File: src/hdl/ddkq_pkg.sv
// Shared constants, codes and types for the dual-direction key qualifier.
// No dependencies; imported by every module of the block.
`default_nettype none

package ddkq_pkg;

    // Hold counter width and its saturation value
    localparam int COUNT_WIDTH = 16;
    localparam logic [COUNT_WIDTH-1:0] COUNT_MAX = {COUNT_WIDTH{1'b1}};

    // Configuration register widths
    localparam int KEYS_W  = 2;
    localparam int TICKS_W = 16;
    localparam int CFG_W   = 16;
    localparam int ADDR_W  = 2;

    // Width used when a hold count is compared against a tick limit
    localparam int CMP_W = (COUNT_WIDTH > TICKS_W) ? COUNT_WIDTH : TICKS_W;

    // Stream word widths
    localparam int IN_DATA_W  = 8;
    localparam int OUT_DATA_W = 8;

    // Register indexes on the configuration port
    localparam logic [ADDR_W-1:0] REG_ALLOWED_KEYS = 2'd0;
    localparam logic [ADDR_W-1:0] REG_MIN_PRESS    = 2'd1;
    localparam logic [ADDR_W-1:0] REG_STUCK_PRESS  = 2'd2;

    // Key selection codes
    localparam logic [KEYS_W-1:0] KEYS_BOTH      = 2'd0;
    localparam logic [KEYS_W-1:0] KEYS_UP_ONLY   = 2'd1;
    localparam logic [KEYS_W-1:0] KEYS_DOWN_ONLY = 2'd2;

    // Reset values of the configuration registers
    localparam logic [KEYS_W-1:0]  ALLOWED_KEYS_RST = KEYS_BOTH;
    localparam logic [TICKS_W-1:0] MIN_PRESS_RST    = 16'd10;
    localparam logic [TICKS_W-1:0] STUCK_PRESS_RST  = 16'd500;

    // Events reported by one press tracker for one word
    typedef struct packed {
        logic both_keys;
        logic stuck;
        logic run_order;
        logic reset_request;
    } track_event_t;

    // Tick limits handed to each tracker
    typedef struct packed {
        logic [TICKS_W-1:0] min_press;
        logic [TICKS_W-1:0] stuck_press;
    } track_limits_t;

endpackage

`default_nettype wire

File: src/hdl/ddkq_tracker.sv
// One press tracker: idle/held flag and saturating hold counter for one key.
// Depends on ddkq_pkg for widths and the event/limit structs.
`default_nettype none

module ddkq_tracker
    import ddkq_pkg::*;
(
    input  wire logic          aclk,
    input  wire logic          aresetn,
    input  wire logic          step,
    input  wire logic          enable,
    input  wire logic          key,
    input  wire logic          other_key,
    input  wire logic          fault_state,
    input  wire track_limits_t limits,
    output track_event_t       events
);

    logic                   held_reg;
    logic                   held_next;
    logic [COUNT_WIDTH-1:0] count_reg;
    logic [COUNT_WIDTH-1:0] count_next;
    logic [COUNT_WIDTH-1:0] count_inc;
    logic [CMP_W-1:0]       count_cmp;
    logic [CMP_W-1:0]       min_cmp;
    logic [CMP_W-1:0]       stuck_cmp;

    // Saturating increment and widened operands for the limit compares
    assign count_inc = (count_reg != COUNT_MAX) ? count_reg + 1'b1 : count_reg;
    assign count_cmp = CMP_W'(count_inc);
    assign min_cmp   = CMP_W'(limits.min_press);
    assign stuck_cmp = CMP_W'(limits.stuck_press);

    // Work out the next tracker state and this word's events
    always_comb begin
        held_next  = held_reg;
        count_next = count_reg;
        events     = '0;
        if (enable) begin
            if (!held_reg) begin
                if (key) begin
                    if (!other_key) begin
                        count_next = '0;
                        held_next  = 1'b1;
                    end else begin
                        events.both_keys = 1'b1;
                    end
                end
            end else begin
                count_next = count_inc;
                held_next  = 1'b0;
                if (key) begin
                    if (other_key) begin
                        events.both_keys = 1'b1;
                    end else if (count_cmp > stuck_cmp) begin
                        events.stuck = 1'b1;
                    end else begin
                        held_next = 1'b1;
                    end
                end else if (count_cmp > min_cmp) begin
                    count_next = '0;
                    if (fault_state) begin
                        events.reset_request = 1'b1;
                    end else begin
                        events.run_order = 1'b1;
                    end
                end
            end
        end
    end

    // Advance tracker state once per processed word
    always_ff @(posedge aclk) begin
        if (!aresetn) begin
            held_reg  <= 1'b0;
            count_reg <= '0;
        end else if (step) begin
            held_reg  <= held_next;
            count_reg <= count_next;
        end
    end

endmodule

`default_nettype wire

File: src/hdl/dual_direction_key_qualifier_unit.sv
// Top level of the dual-direction key qualifier: stream ports, config
// registers, input and result registers. Uses ddkq_pkg and ddkq_tracker.
//
// Usage:
//   Each input word on the s_ channel is one system tick carrying the up and
//   down key levels, the fault-state flag and the safety-end enable. For every
//   accepted word exactly one result word leaves on the m_ channel with the
//   latched run orders and the fault/reset pulses for that tick.
//   Path: a word accepted on the s_ channel is captured in the input register,
//   is evaluated against tracker state in one pass and is registered in the
//   result register before it shows on m_tdata (two register stages).
//   Throughput: one word per cycle while m_tready is high; s_tready stays
//   high while the result register is free or being drained, so a new word
//   is taken while a result waits to be picked up.
//   Stall: when m_tready is low with a result pending, the result holds, the
//   input register holds one more word and then s_tready drops.
//   Reset (aresetn low, synchronous): both trackers idle with zero counts,
//   run orders cleared, both registers empty, config back to allowed_keys 0,
//   min_press_ticks 10, stuck_press_ticks 500.
//   Config writes on cfg_wr_en take effect at once and belong in idle time.
`default_nettype none

module dual_direction_key_qualifier_unit
    import ddkq_pkg::*;
(
    input  wire logic                  aclk,
    input  wire logic                  aresetn,
    // Configuration write port
    input  wire logic                  cfg_wr_en,
    input  wire logic [ADDR_W-1:0]     cfg_addr,
    input  wire logic [CFG_W-1:0]      cfg_wdata,
    // Tick input
    input  wire logic                  s_tvalid,
    output logic                       s_tready,
    // up_key_pressed, down_key_pressed, in_fault_state, safety_end_enabled, pad
    input  wire logic [IN_DATA_W-1:0]  s_tdata,
    // Result output
    output logic                       m_tvalid,
    input  wire logic                  m_tready,
    // run_up, run_down, fault_both_keys, fault_up_stuck, fault_down_stuck,
    // fault_reset_request, pad
    output logic [OUT_DATA_W-1:0]      m_tdata
);

    logic [KEYS_W-1:0]  allowed_keys_reg;
    logic [TICKS_W-1:0] min_press_reg;
    logic [TICKS_W-1:0] stuck_press_reg;

    logic               in_valid_reg;
    logic               in_up_reg;
    logic               in_down_reg;
    logic               in_fault_reg;
    logic               in_safety_reg;

    logic               out_valid_reg;
    logic [5:0]         out_bits_reg;
    logic [5:0]         out_bits_next;

    logic               run_up_reg;
    logic               run_down_reg;
    logic               run_up_next;
    logic               run_down_next;

    logic               advance;
    logic               step;
    logic               up_en;
    logic               down_en;
    track_limits_t      limits;
    track_event_t       up_ev;
    track_event_t       down_ev;

    // Handshake: the result register frees up when empty or being taken
    assign advance  = !out_valid_reg || m_tready;
    assign s_tready = !in_valid_reg || advance;
    assign step     = in_valid_reg && advance;

    // Configuration registers
    always_ff @(posedge aclk) begin
        if (!aresetn) begin
            allowed_keys_reg <= ALLOWED_KEYS_RST;
            min_press_reg    <= MIN_PRESS_RST;
            stuck_press_reg  <= STUCK_PRESS_RST;
        end else if (cfg_wr_en) begin
            case (cfg_addr)
                REG_ALLOWED_KEYS: allowed_keys_reg <= cfg_wdata[KEYS_W-1:0];
                REG_MIN_PRESS:    min_press_reg    <= cfg_wdata[TICKS_W-1:0];
                REG_STUCK_PRESS:  stuck_press_reg  <= cfg_wdata[TICKS_W-1:0];
                default: ;
            endcase
        end
    end

    // Input register
    always_ff @(posedge aclk) begin
        if (!aresetn) begin
            in_valid_reg <= 1'b0;
        end else if (s_tready) begin
            in_valid_reg <= s_tvalid;
        end
    end

    always_ff @(posedge aclk) begin
        if (s_tready && s_tvalid) begin
            in_up_reg     <= s_tdata[0];
            in_down_reg   <= s_tdata[1];
            in_fault_reg  <= s_tdata[2];
            in_safety_reg <= s_tdata[3];
        end
    end

    // Tracker selection and limits
    assign up_en   = (allowed_keys_reg == KEYS_BOTH) || (allowed_keys_reg == KEYS_UP_ONLY);
    assign down_en = (allowed_keys_reg == KEYS_BOTH) || (allowed_keys_reg == KEYS_DOWN_ONLY);
    assign limits.min_press   = min_press_reg;
    assign limits.stuck_press = stuck_press_reg;

    ddkq_tracker u_up_tracker (
        .aclk        (aclk),
        .aresetn     (aresetn),
        .step        (step),
        .enable      (up_en),
        .key         (in_up_reg),
        .other_key   (in_down_reg),
        .fault_state (in_fault_reg),
        .limits      (limits),
        .events      (up_ev)
    );

    ddkq_tracker u_down_tracker (
        .aclk        (aclk),
        .aresetn     (aresetn),
        .step        (step),
        .enable      (down_en),
        .key         (in_down_reg),
        .other_key   (in_up_reg),
        .fault_state (in_fault_reg),
        .limits      (limits),
        .events      (down_ev)
    );

    // Latch run orders on valid releases, drop them without safety-end
    assign run_up_next   = in_safety_reg && (run_up_reg || up_ev.run_order);
    assign run_down_next = in_safety_reg && (run_down_reg || down_ev.run_order);

    assign out_bits_next = {
        up_ev.reset_request || down_ev.reset_request,
        down_ev.stuck,
        up_ev.stuck,
        up_ev.both_keys || down_ev.both_keys,
        run_down_next,
        run_up_next
    };

    always_ff @(posedge aclk) begin
        if (!aresetn) begin
            run_up_reg   <= 1'b0;
            run_down_reg <= 1'b0;
        end else if (step) begin
            run_up_reg   <= run_up_next;
            run_down_reg <= run_down_next;
        end
    end

    // Result register
    always_ff @(posedge aclk) begin
        if (!aresetn) begin
            out_valid_reg <= 1'b0;
        end else if (advance) begin
            out_valid_reg <= in_valid_reg;
        end
    end

    always_ff @(posedge aclk) begin
        if (step) begin
            out_bits_reg <= out_bits_next;
        end
    end

    assign m_tvalid = out_valid_reg;
    assign m_tdata  = {2'b00, out_bits_reg};

endmodule

`default_nettype wire

File: config.mk
export PLATFORM = sky130hd
export DESIGN_NAME = dual_direction_key_qualifier_unit
export DESIGN_NICKNAME = d
export VERILOG_FILES = /design/src/hdl/ddkq_pkg.sv /design/src/hdl/ddkq_tracker.sv /design/src/hdl/dual_direction_key_qualifier_unit.sv
export SDC_FILE = /design/constraint.sdc
export NUM_CORES = 1
export LEC_CHECK = 0
export BUFFER_PORTS_ARGS = -buffer_cell sky130_fd_sc_hd__clkbuf_2
export CORE_ASPECT_RATIO = 1.25
export CORE_UTILIZATION = 30
export CTS_BUF_LIST = sky130_fd_sc_hd__clkbuf_4
export DETAILED_ROUTE_END_ITERATION = 7
export GPL_TIMING_DRIVEN = 0
export PLACE_DENSITY_LB_ADDON = 0.08
export SYNTH_ARGS = -nofsm -noshare
export SYNTH_HDL_FRONTEND = slang
export SYNTH_SLANG_ARGS = --single-unit
File: constraint.sdc
create_clock -name aclk -period 3.4 [get_ports aclk]
set_input_delay 0.51 -clock aclk [delete_from_list [all_inputs] [get_ports aclk]]
set_output_delay 0.51 -clock aclk [all_outputs]
set_load 0.005 [all_outputs]
### Word-level counts from Yosys, hierarchy flattened

Cells that the tools add are included.

| storage, ports and cells | value |
|---|---|
| register bits | 82 |
| output and inout port bits | 10 |
| logic and storage cells | 111 |

| cells by class | value |
|---|---|
| $add $sub $neg | 2 |
| $lt $le $gt $ge | 4 |
| equality and inequality tests | 8 |
| mux-type cells | 46 |
| bitwise operators | 6 |
| reductions and logical operators | 27 |

Operators with widths:

| operator | count |
|---|---|
| two-way mux 16 bit | 12 |
| > comparator 16 bit | 4 |
| adder 16 x 1 -> 16 bit, second input constant | 2 |
| inequality test 16 bit, second input constant | 2 |
| two-way mux 1 bit | 24 |
| two-way mux 2 bit | 6 |
| AND reduction 2 bit | 5 |
| logical OR 1 bit | 8 |
| two-way mux 4 bit | 2 |
| AND reduction 4 bit | 2 |
| OR reduction 4 bit | 2 |
| two-way mux 3 bit | 2 |
| NOT 1 bit | 6 |
| == test 2 x 1 -> 1 bit, second input constant | 2 |
| == test 2 bit, second input constant | 2 |
| logical AND 1 bit | 4 |
| logical NOT 2 bit | 2 |
| inequality test 2 x 1 -> 1 bit, second input constant | 2 |
| nonzero test 2 bit | 2 |
| logical NOT 1 bit | 2 |

### Depth between registers and ports, before layout

Gate-level depths: netlist of the first run.

| logic depth | value |
|---|---|
| depth after elaboration | 10 |
| mapped depth | 16 |
| mapped depth without buffers | 14 |

### By module

A second synthesis of the first run with hierarchy kept.

| unflattened totals | value |
|---|---|
| cell total of the unflattened synthesis | 672 |
| area total of the unflattened synthesis | 5626.6 um^2 |

Modules (own cells, without submodules):

| module | instances | cells an instance | area each (um^2) |
|---|---|---|---|
| ddkq_tracker (u_up_tracker) | 1 | 250 | 1971.9 |
| ddkq_tracker (u_down_tracker) | 1 | 250 | 1888.1 |
| dual_direction_key_qualifier_unit | 1 | 172 | 1766.7 |

### Least setup slack after synthesis of the first run

OpenSTA, ideal clock, no wires.

| timing path | value |
|---|---|
| path kind | register to register |
| start | reg u_up_tracker.count_reg[0] |
| end | reg u_up_tracker.count_reg[6] |
| setup time | 0.079 ns |
| data arrival time | 3.441 ns |
| required time | 3.321 ns |
| setup slack | -0.120 ns |
| stages on the path, launching flop included | 16 |
| path through | dfxtp_1 -> ha_1 -> and3_1 -> nand4_1 -> or2_2 -> buf_2 -> and3_1 -> xor2_1 -> ha_1 -> a21oi_1 -> o21ai_0 -> a211o_1 -> o31ai_1 -> clkbuf_1 -> nand2_1 -> o211ai_1 |

| between the ends | value |
|---|---|
| word-level cells in the longest chain between the ends | 6 |

Ends and longest elaborated chain:

| item | line | RTL |
|---|---|---|
| start: declaration | ddkq_tracker.sv:21 | `logic [COUNT_WIDTH-1:0] count_reg;` |
| start signal: assignment | ddkq_tracker.sv:79 | `count_reg <= count_next;` |
| adder 16 x 1 -> 16 bit or inequality test 16 bit (tied branches) | ddkq_tracker.sv:29 | `assign count_inc = (count_reg != COUNT_MAX) ? count_reg + 1'b1 : count_reg;` |
| two-way mux 16 bit * | ddkq_tracker.sv:29 |  |
| > comparator 16 bit | ddkq_tracker.sv:60 | `end else if (count_cmp > min_cmp) begin` |
| two-way mux 16 bit | ddkq_tracker.sv:60 |  |
| two-way mux 16 bit * | ddkq_tracker.sv:52 | `if (key) begin` |
| two-way mux 16 bit * | ddkq_tracker.sv:40 | `if (!held_reg) begin` |

Mark *: on every way between the ends. The rest lies on a longest branch, timed or not.
A chain may end at the register's enable or synchronous reset.

### Final worst setup path of the first run

| timing path | value |
|---|---|
| start | reg u_down_tracker.count_reg[6] |
| end | reg u_down_tracker.count_reg[7] |

| between the ends | value |
|---|---|
| word-level cells in the longest chain between the ends | 6 |

Ends and longest elaborated chain:

| item | line |
|---|---|
| start: declaration | ddkq_tracker.sv:21 |
| start signal: assignment | ddkq_tracker.sv:79 |
| adder 16 x 1 -> 16 bit or inequality test 16 bit (tied branches) | ddkq_tracker.sv:29 |
| two-way mux 16 bit * | ddkq_tracker.sv:29 |
| > comparator 16 bit | ddkq_tracker.sv:60 |
| two-way mux 16 bit | ddkq_tracker.sv:60 |
| two-way mux 16 bit * | ddkq_tracker.sv:52 |
| two-way mux 16 bit * | ddkq_tracker.sv:40 |

Marked as above.

==> impl_metrics.ini, run 1 <==
[sta]
hold_viol_final = 0
tightest_slew_ns = 0.729
drv_slew = 0
setup_slack_ns = -0.0802
fmax_ghz = 0.287
max_slew_margin = 0.512
period_minus_slack_ns = 3.48
finalSetupViolations = 16
fin_crit_sh = 1.02
skew_ns = 0.0270
rsz0062_at_grt = yes
whs_ns = 0.187

[power]
fin_total_pwr_mw = 1.80
ir_drop_v = 0.000162
p_leak_nw = 3.01
p_per_area_nw_per_um2 = 254

[yosys]
synth_top_area_frac = 0.269
ys_ff_latch = 82
synth.distinct_cells = 60
syn_inst = 641
synth_ff_type = dfxtp_1
synth.avg_cell_area_um2 = 8.36
synth_top_cell_by_area = dfxtp_1
async_flop_share = 0
synth_seq_area_share = 0.325
syn_area_um2 = 5360
yosysWarnings = 0
synth_area_leaders = dfxtp_1 (27%), ha_1 (15%), nand2_1 (6.9%)
synth_edf_count = 10

[cts]
h-tree-depth = 3
path_clk_slew_ns = 0.16
cts_tree = done
clockBufferDepth = 2
postCtsHoldBufs = 0
clk_latency_ns = 0.50
root_buffer = clkbuf_4
cts_sinks = 82
cts_inserted_buffers = 9

[layout]
nets = 863
drive_gt1_frac = 0.307
fillers = 1777
syn_to_final_growth_pct = 32.6

[drt]
drc = 0
firstDrtPassIters = 4
antenna_left = 0
via_per_inst = 5.23
wl_per_cell_um = 18.1
drt_wl_total_mm = 18.0
first_iter_violations = 246
vias = 5213

[grt]
top_usage_layer = met2
grt_max_degree = 16
gr-usage-met3 = 0.0331
antenna_found_initial = 2
grt_pass1_wl_mm = 27.5
grt_pass1_vias = 5156
grt.total_usage = 0.201
grtUsageMet1 = 0.230
grt-ovfl-total = 0
grtUsageMet2 = 0.362

[worst_setup_path]
cp.required_ns = 3.80
crit_type = flop to flop
crit_arrival_ns = 3.88
end_kind = flop
start_kind = flop
crit_fanout = 8

[job]
max_cap_violations = 0

[placement]
dp_hpwl_mm = 13.1
place_congestion = 0.887
pre_cts_ws_ns = -0.834
port_buffers = 33

[floorplanning]
start_util = 0.306
die_h_um = 151
std_cell_rows = 54
ios = 41
die_w_um = 122
placeableCoreArea_um2 = 17500
die_area_um2 = 18400

[status]
outcome = finished with violations
failed_checks = setup timing

[hold_path]
hp-class = input port to flop
==> per-layer routing <==
metal	wire, µm	vias up
met4	561	0
met2	9230	97
met3	690	40
met5	0	-
met1	7530	2493
li1	-	2583
==> metrics by stage <==
stage | setup TNS [ns] | util | std cells | instance area [µm²]
final | -0.629 | 0.406 | 996 | 7110
after floorplan | 0 | - | 642 | 5380
after detailed placement | -26.02 | 0.333 | 899 | 5820
after global placement | -24.81 | 0.333 | 899 | 5820
after global routing | -2.62 | 0.406 | 996 | 7110
after CTS | -0.779 | 0.381 | 968 | 6670
==> where the power goes <==
group | total [mW] | internal (mW) | switching (mW)
Sequential | 1.01 | 0.999 | 0.0137
Combinational | 0.210 | 0.0791 | 0.131
Clock | 0.582 | 0.167 | 0.415
==> cell usage after synthesis, drive strengths merged, types with 7 or more instances <==
cell type	instances
nand2	98
dfxtp	72
ha	66
a21oi	52
inv	38
nor2	33
nand3	29
clkbuf	18
o211ai	16
nor3	15
nand4	14
o21ai	13
a32o	12
and3	11
buf	10
edfxtp	10
nor2b	10
o21a	10
xnor2	10
xor2	10
and4	7
==> area by class of cell <==
cell class	instances	area (µm²)	area share
Multi-Input combinational cell	494	3800	0.534
Clock buffer	10	75.1	0.0106
Buffer	25	168	0.0236
Antenna cell	1	2.50	0.000352
Clock inverter	6	50.0	0.00704
Sequential cell	82	1780	0.250
Tap cell	224	280	0.0394
Inverter	38	143	0.0201
Timing Repair Buffer	116	815	0.115
==> timing repair <==
item,in CTS,in global routing
gates cloned,4,0
endpoints found under the setup margin,41,40
buffers inserted,51,28
gates resized for setup,87,54
pin swaps,17,30
endpoints found under the hold margin,0,0
==> worst max-delay path: stages, from the launching register on <==
cell and delay [ns]:
dfxtp_4 0.40, and4_4 0.26, nand3_4 0.10, or3_4 0.44
mux2i_4 0.21, ha_1 0.28, nand4_1 0.16, buf_4 0.19
nor4_4 0.29, a21boi_2 0.20, o31a_1 0.16, buf_6 0.16
nor2_4 0.07, buf_6 0.14, a221o_1 0.31
==> cells by family after synthesis <==
logic type | count (synthesis) | share of synthesized area
XOR/XNOR | 20 | 0.0327
buffers and inverters | 66 | 0.0518
other | 1 | 0.000700
AND/OR/NAND/NOR | 254 | 0.236
adder cells (fa/ha/maj) | 66 | 0.154
multiplexers | 8 | 0.0154
flip-flops | 82 | 0.325
AO/OA/AOI/OAI | 144 | 0.184
==> placed cells by master (no fill, tap or decap), drive strengths merged, types with 3 or more instances in the layout <==
master	instances
a21o	6
xor2	10
o21a	10
nand4b	3
edfxtp	10
a32o	12
clkbuf	59
o21ai	13
nor2	33
a31oi	5
xnor2	10
nand2	98
mux2i	6
nor2b	10
o211ai	16
nor3b	6
nand2b	5
and2	6
nor4b	4
a221o	6
inv	41
nor4	4
nand3	29
and3	11
ha	66
nor3	15
dfxtp	72
nand4	14
buf	92
a21oi	52
and4	7
a22o	6
==> path summary, 6_finish.rpt <==
path,startpoint,slack (ns),endpoint,depth (start not counted)
max reg2reg,u_down_tracker.count_reg[6],-0.08,u_down_tracker.count_reg[7],14
max,u_down_tracker.count_reg[6],-0.08,u_down_tracker.count_reg[7],14
min,s_tdata[1],0.19,in_down_reg,1
min reg2reg,stuck_press_reg[12],0.46,stuck_press_reg[12],2
Note: power is estimated with default switching activity, not from simulation.
==> inputs of run 2 (changes only) <==
==> constraint.sdc (replaced) <==
create_clock -name aclk -period 3.7 [get_ports aclk]
set_input_delay 0.555 -clock aclk [delete_from_list [all_inputs] [get_ports aclk]]
set_output_delay 0.555 -clock aclk [all_outputs]
set_load 0.005 [all_outputs]
==> run 2 against run 1 <==
Sequential share of layout area increased by 2.6 points. Worst setup slack improved by 0.20 ns. Highest routed layer unchanged. First-iteration DRC count decreased by 24%. Critical endpoint is now u_down_tracker.count_reg[12]. The run now ends clean. Die area unchanged. Wire length decreased by 6.8%. Sequential power decreased by 8%. Clock skew increased by 0.0031 ns. Clock power increased by 13%. Utilization decreased by 4.1 points. Cell count decreased by 6.1%.
==> impl_metrics.ini, run 2 (synthesis results as in run 1) <==
[layout]
final_cell_mix = nand2_1 (97), ha_1 (64), dfxtp_1 (60)
fillers = 1859
final_util = 0.365
nets = 802
syn_to_final_growth_pct = 19.2
drive_gt1_frac = 0.186
final_common_cell = nand2_1
regArea_um2 = 1760
multi_input_area_um2 = 3540

[floorplanning]
die_area_um2 = 18400
die_h_um = 151
std_cell_rows = 54
start_util = 0.306
ios = 41
placeableCoreArea_um2 = 17500
die_w_um = 122

[power]
p_per_area_nw_per_um2 = 275
intPower_mw = 1.26
p_comb_frac = 0.096
switching_share = 0.283
switching_power_uw = 499
pwr-share-seq = 0.531
ir_drop_v = 0.000158
clkPwrFrac = 0.373
p_leak_nw = 2.67

[worst_setup_path]
crit_arrival_ns = 4.02
worstPathCellList = buf_6, and4_4, nand3_4, buf_8, nor3_1, xor2_1, buf_4, ha_1, a21oi_1, nor3_1, or4_1, o31a_1, buf_6, buf_6, nor4b_2, o21a_1
cp.required_ns = 4.14
crit_slowest_cell = or4_1
crit_type = flop to flop
crit_family = simple AND/OR/NAND/NOR gates
cp_num_buf_inv = 5
start_kind = flop
end_kind = flop
slowest_delay_ns = 0.48
cp_common_cell = buf_6
crit_fanout = 10

[placement]
port_buffers = 33
dp_hpwl_mm = 13.2
place_congestion = 0.845

[cts]
cts_sinks = 82
cts_tree = done
root_buffer = clkbuf_4
h-tree-depth = 3
cts_inserted_buffers = 9
clk_latency_ns = 0.48
clockBufferDepth = 2
path_clk_slew_ns = 0.17

[sta]
fin_crit_sh = 0.967
max_slew_margin = 0.497
finalSetupViolations = 0
rsz0062_at_grt = yes
hold_viol_final = 0
skew_ns = 0.0302
whs_ns = 0.251
period_minus_slack_ns = 3.58
finalSetupTns_ns = 0
fmax_ghz = 0.279
tightest_slew_ns = 0.751
drv_slew = 0

[grt]
grt_pass1_wl_mm = 26.0
grt.total_usage = 0.190
grt-ovfl-total = 0
antenna_found_initial = 1
grt_pass1_vias = 4822
grt_max_degree = 16

[drt]
antenna_left = 0
wl_per_cell_um = 17.9
firstDrtPassIters = 4
drt_wl_total_mm = 16.8
first_iter_violations = 187
drc = 0
via_per_inst = 5.27
vias = 4927

[hold_path]
hp-class = input port to flop

[job]
max_cap_violations = 0

[status]
outcome = completed
-- run 2: routing by layer --
metal  GRT usage  vias to the layer above  share of wire
met1       0.227                     2375           0.44
met4      0.0833                        0          0.031
li1            -                     2459              -
met2       0.336                       66           0.50
met5           0                        -              0
met3      0.0286                       27          0.022
-- run 2: path summary, 6_finish.rpt --
| path | from | endpoint | slack (ns) | cells after the start |
|---|---|---|---|---|
| max | u_down_tracker.count_reg[3] | u_down_tracker.count_reg[12] | 0.12 | 16 |
| min | s_tdata[1] | in_down_reg | 0.25 | 1 |
| max reg2reg | u_down_tracker.count_reg[3] | u_down_tracker.count_reg[12] | 0.12 | 16 |
| min reg2reg | run_up_reg | run_up_reg | 0.46 | 2 |
-- run 2: layout make-up --
cell class,instances,share of cell area
Sequential cell,82,0.276
Timing Repair Buffer,54,0.0505
Inverter,38,0.0223
Buffer,26,0.0262
Clock inverter,7,0.0157
Clock buffer,9,0.0106
Antenna cell,1,0.000392
Tap cell,224,0.0439
Multi-Input combinational cell,494,0.554
-- run 2: power groups by stage --
stage | Combinational [mW] | Sequential (mW) | Clock [mW]
floorplan | 0.101 | 0.951 | 0
global placement | 0.163 | 0.956 | 0
detailed placement | 0.165 | 0.956 | 0
CTS | 0.168 | 0.936 | 0.682
global route | 0.191 | 0.938 | 0.710
finish | 0.170 | 0.934 | 0.656
-- run 2: stage by stage --
step | area (µm²) | total power [mW] | worst slack [ns] | instances
floorplan | 5360 | 1.05 | 0.180 | 642
global placement | 5810 | 1.12 | -1.04 | 899
detailed placement | 5810 | 1.12 | -1.02 | 899
CTS | 6170 | 1.79 | 0.00724 | 923
global route | 6390 | 1.84 | -0.0287 | 935
finish | 6390 | 1.76 | 0.121 | 935
-- run 2: repair_timing --
action,4_1_cts,5_1_grt
setup buffers,10,11
setup endpoints to repair,38,38
hold buffers,0,0
pin swaps,7,9
resized for setup,33,40
==> inputs of run 3 (changes only) <==
--- a/config.mk
+++ b/config.mk
@@ -7,7 +7,7 @@
 export LEC_CHECK = 0
 export BUFFER_PORTS_ARGS = -buffer_cell sky130_fd_sc_hd__clkbuf_2
 export CORE_ASPECT_RATIO = 1.25
-export CORE_UTILIZATION = 30
+export CORE_UTILIZATION = 40
 export CTS_BUF_LIST = sky130_fd_sc_hd__clkbuf_4
 export DETAILED_ROUTE_END_ITERATION = 7
 export GPL_TIMING_DRIVEN = 0
==> run 3 against run 2 <==
Sequential share of layout area is essentially flat. Sequential cell count is the same. Cell count shrank 6.0%. Worst hold slack gained 0.018 ns. First-iteration DRC count grew 27%. Critical path type unchanged. Critical endpoint is now out_bits_reg[4].
==> impl_metrics.ini, run 3 (synthesis results as in run 1) <==
[status]
outcome = completed

[hold_path]
hold_depth = 1
worstHoldStart = s_tdata[3]
hold_end = in_safety_reg
hp-class = input port to flop

[layout]
drive_gt1_frac = 0.184
multi_input_area_um2 = 3580
nets = 803
final_cell_mix = nand2_1 (95), ha_1 (63), dfxtp_1 (63)
final_common_cell = nand2_1
num_antenna_cells = 0
syn_to_final_growth_pct = 18.9
regArea_um2 = 1760
design_area_um2 = 6370
fillers = 1277
final_util = 0.494

[cts]
cts_inserted_buffers = 9
cts_tree = done
root_buffer = clkbuf_4
clk_latency_ns = 0.45
path_clk_slew_ns = 0.15
clockBufferDepth = 2
h-tree-depth = 3
postCtsHoldBufs = 0
cts_sinks = 82

[sta]
hold_viol_final = 0
tightest_slew_ns = 0.778
finalSetupViolations = 0
rsz0062_at_grt = yes
skew_ns = 0.0247
period_minus_slack_ns = 3.65
max_slew_margin = 0.479
fmax_ghz = 0.274
fin_crit_sh = 0.987
drv_slew = 0

[power]
clkPwrFrac = 0.362
p_leak_nw = 2.68
pwr-share-seq = 0.536
switching_share = 0.270
ir_drop_v = 0.000185
intPower_mw = 1.27
p_per_area_nw_per_um2 = 273
switching_power_uw = 470
p_comb_frac = 0.102

[worst_setup_path]
cp.required_ns = 3.91
worst_r2r_startpoint = u_down_tracker.count_reg[3]
slowest_delay_ns = 0.47
cp_num_buf_inv = 3
crit_type = flop to flop
rr_worst_depth = 14
crit_fanout = 9
worstPathCellList = buf_6, and4_4, nand3_4, buf_8, buf_4, o211ai_1, xnor2_1, ha_1, a21o_1, a21oi_1, nor3_1, nor4_1, a21oi_1, and3_1
crit_family = simple AND/OR/NAND/NOR gates
crit_arrival_ns = 3.86
r2r_end = out_bits_reg[4]
end_kind = flop
cp_common_cell = a21oi_1
start_kind = flop
crit_slowest_cell = nor4_1
r2r_setup_slack_ns = 0.05

[drt]
firstDrtPassIters = 5
drc = 0
antenna_left = 0
drt_wl_total_mm = 15.9
wl_per_cell_um = 18.1
vias = 4915
first_iter_violations = 237
via_per_inst = 5.59

[grt]
grt_pass1_vias = 4729
antenna_found_initial = 0
grt-ovfl-total = 0
grt_max_degree = 16
grt_pass1_wl_mm = 24.7
grt.total_usage = 0.232

[floorplanning]
die_h_um = 131
die_area_um2 = 13900
die_w_um = 106
ios = 41
std_cell_rows = 46
start_util = 0.416
placeableCoreArea_um2 = 12900

[placement]
dp_hpwl_mm = 12.1
place_area_um2 = 5740
place_congestion = 0.925
port_buffers = 33

[job]
max_cap_violations = 0
## run 3: cell types whose count changed in the layout (fill, tap and decap cells not counted), moves of 2 or more
cell / before / now
xor2_2: 3 / 1
ha_4: 0 / 2
xnor2_1: 8 / 10
dfxtp_2: 9 / 6
clkbuf_4: 9 / 11
o21ai_0: 9 / 11
xnor2_2: 2 / 0
xor2_1: 7 / 9
nand2_2: 1 / 3
dfxtp_1: 60 / 63
nor2_2: 3 / 1
nand2_1: 97 / 95
## run 3: metal layers
metal	up-vias	track usage	wire length, µm
met3	26	0.0516	564
met5	-	0	0
li1	2461	-	-
met2	82	0.401	8050
met1	2346	0.271	6790
met4	0	0.103	474
## run 3: how the worst max path moves through the flow
stage | depth (start not counted) | startpoint | endpoint
2_1_floorplan | 15 | u_up_tracker.count_reg[0] | u_up_tracker.count_reg[6]
3_3_place_gp | 15 | u_up_tracker.count_reg[0] | u_up_tracker.count_reg[11]
3_5_place_dp | 15 | u_up_tracker.count_reg[0] | u_up_tracker.count_reg[6]
4_1_cts | 17 | u_down_tracker.count_reg[3] | u_down_tracker.count_reg[9]
5_1_grt | 14 | u_up_tracker.count_reg[1] | u_up_tracker.count_reg[0]
6_report | 14 | u_down_tracker.count_reg[3] | out_bits_reg[4]
## run 3: final cells by class
cell class | count | area share
plain buffers | 25 | 0.0263
flip-flops and latches | 82 | 0.276
clock buffers | 10 | 0.0118
well taps | 168 | 0.0330
clock inverters | 6 | 0.0139
multi-input cells | 494 | 0.562
inverters | 38 | 0.0224
repair buffers | 56 | 0.0546
## run 3: power groups by stage
stage / registers (mW) / logic [mW] / clock network [mW]
2_1_floorplan: 0.951 / 0.101 / 0
3_3_place_gp: 0.955 / 0.157 / 0
3_5_place_dp: 0.955 / 0.160 / 0
4_1_cts: 0.934 / 0.168 / 0.646
5_1_grt: 0.937 / 0.198 / 0.691
6_report: 0.933 / 0.178 / 0.630
## run 3: worst register-to-register path, cell delays in order (launching register included)
cell,delay [ns]
dfxtp_2,0.35
buf_6,0.12
and4_4,0.23
nand3_4,0.12
buf_8,0.17
buf_4,0.13
o211ai_1,0.34
xnor2_1,0.22
ha_1,0.30
a21o_1,0.18
a21oi_1,0.28
nor3_1,0.09
nor4_1,0.47
a21oi_1,0.19
and3_1,0.22
## run 3: stage by stage
| stage | setup TNS [ns] | cells | hold WS (ns) | power (mW) | worst slack, ns |
|---|---|---|---|---|---|
| after floorplan | 0 | 642 | 0.426 | 1.05 | 0.180 |
| after global placement | -25.92 | 843 | 0.443 | 1.11 | -0.892 |
| after detailed placement | -28.12 | 843 | 0.450 | 1.12 | -0.949 |
| after CTS | -0.0114 | 871 | 0.235 | 1.75 | -0.0109 |
| after global routing | -0.290 | 879 | 0.220 | 1.83 | -0.0369 |
| final | 0 | 879 | 0.269 | 1.74 | 0.0489 |
## run 3: repair_timing
action                     4_1_cts  5_1_grt
gates resized for setup         40       32
setup buffers                   12        9
pin swaps                        6       12
setup endpoints to repair       39       39
gates cloned                     1        1
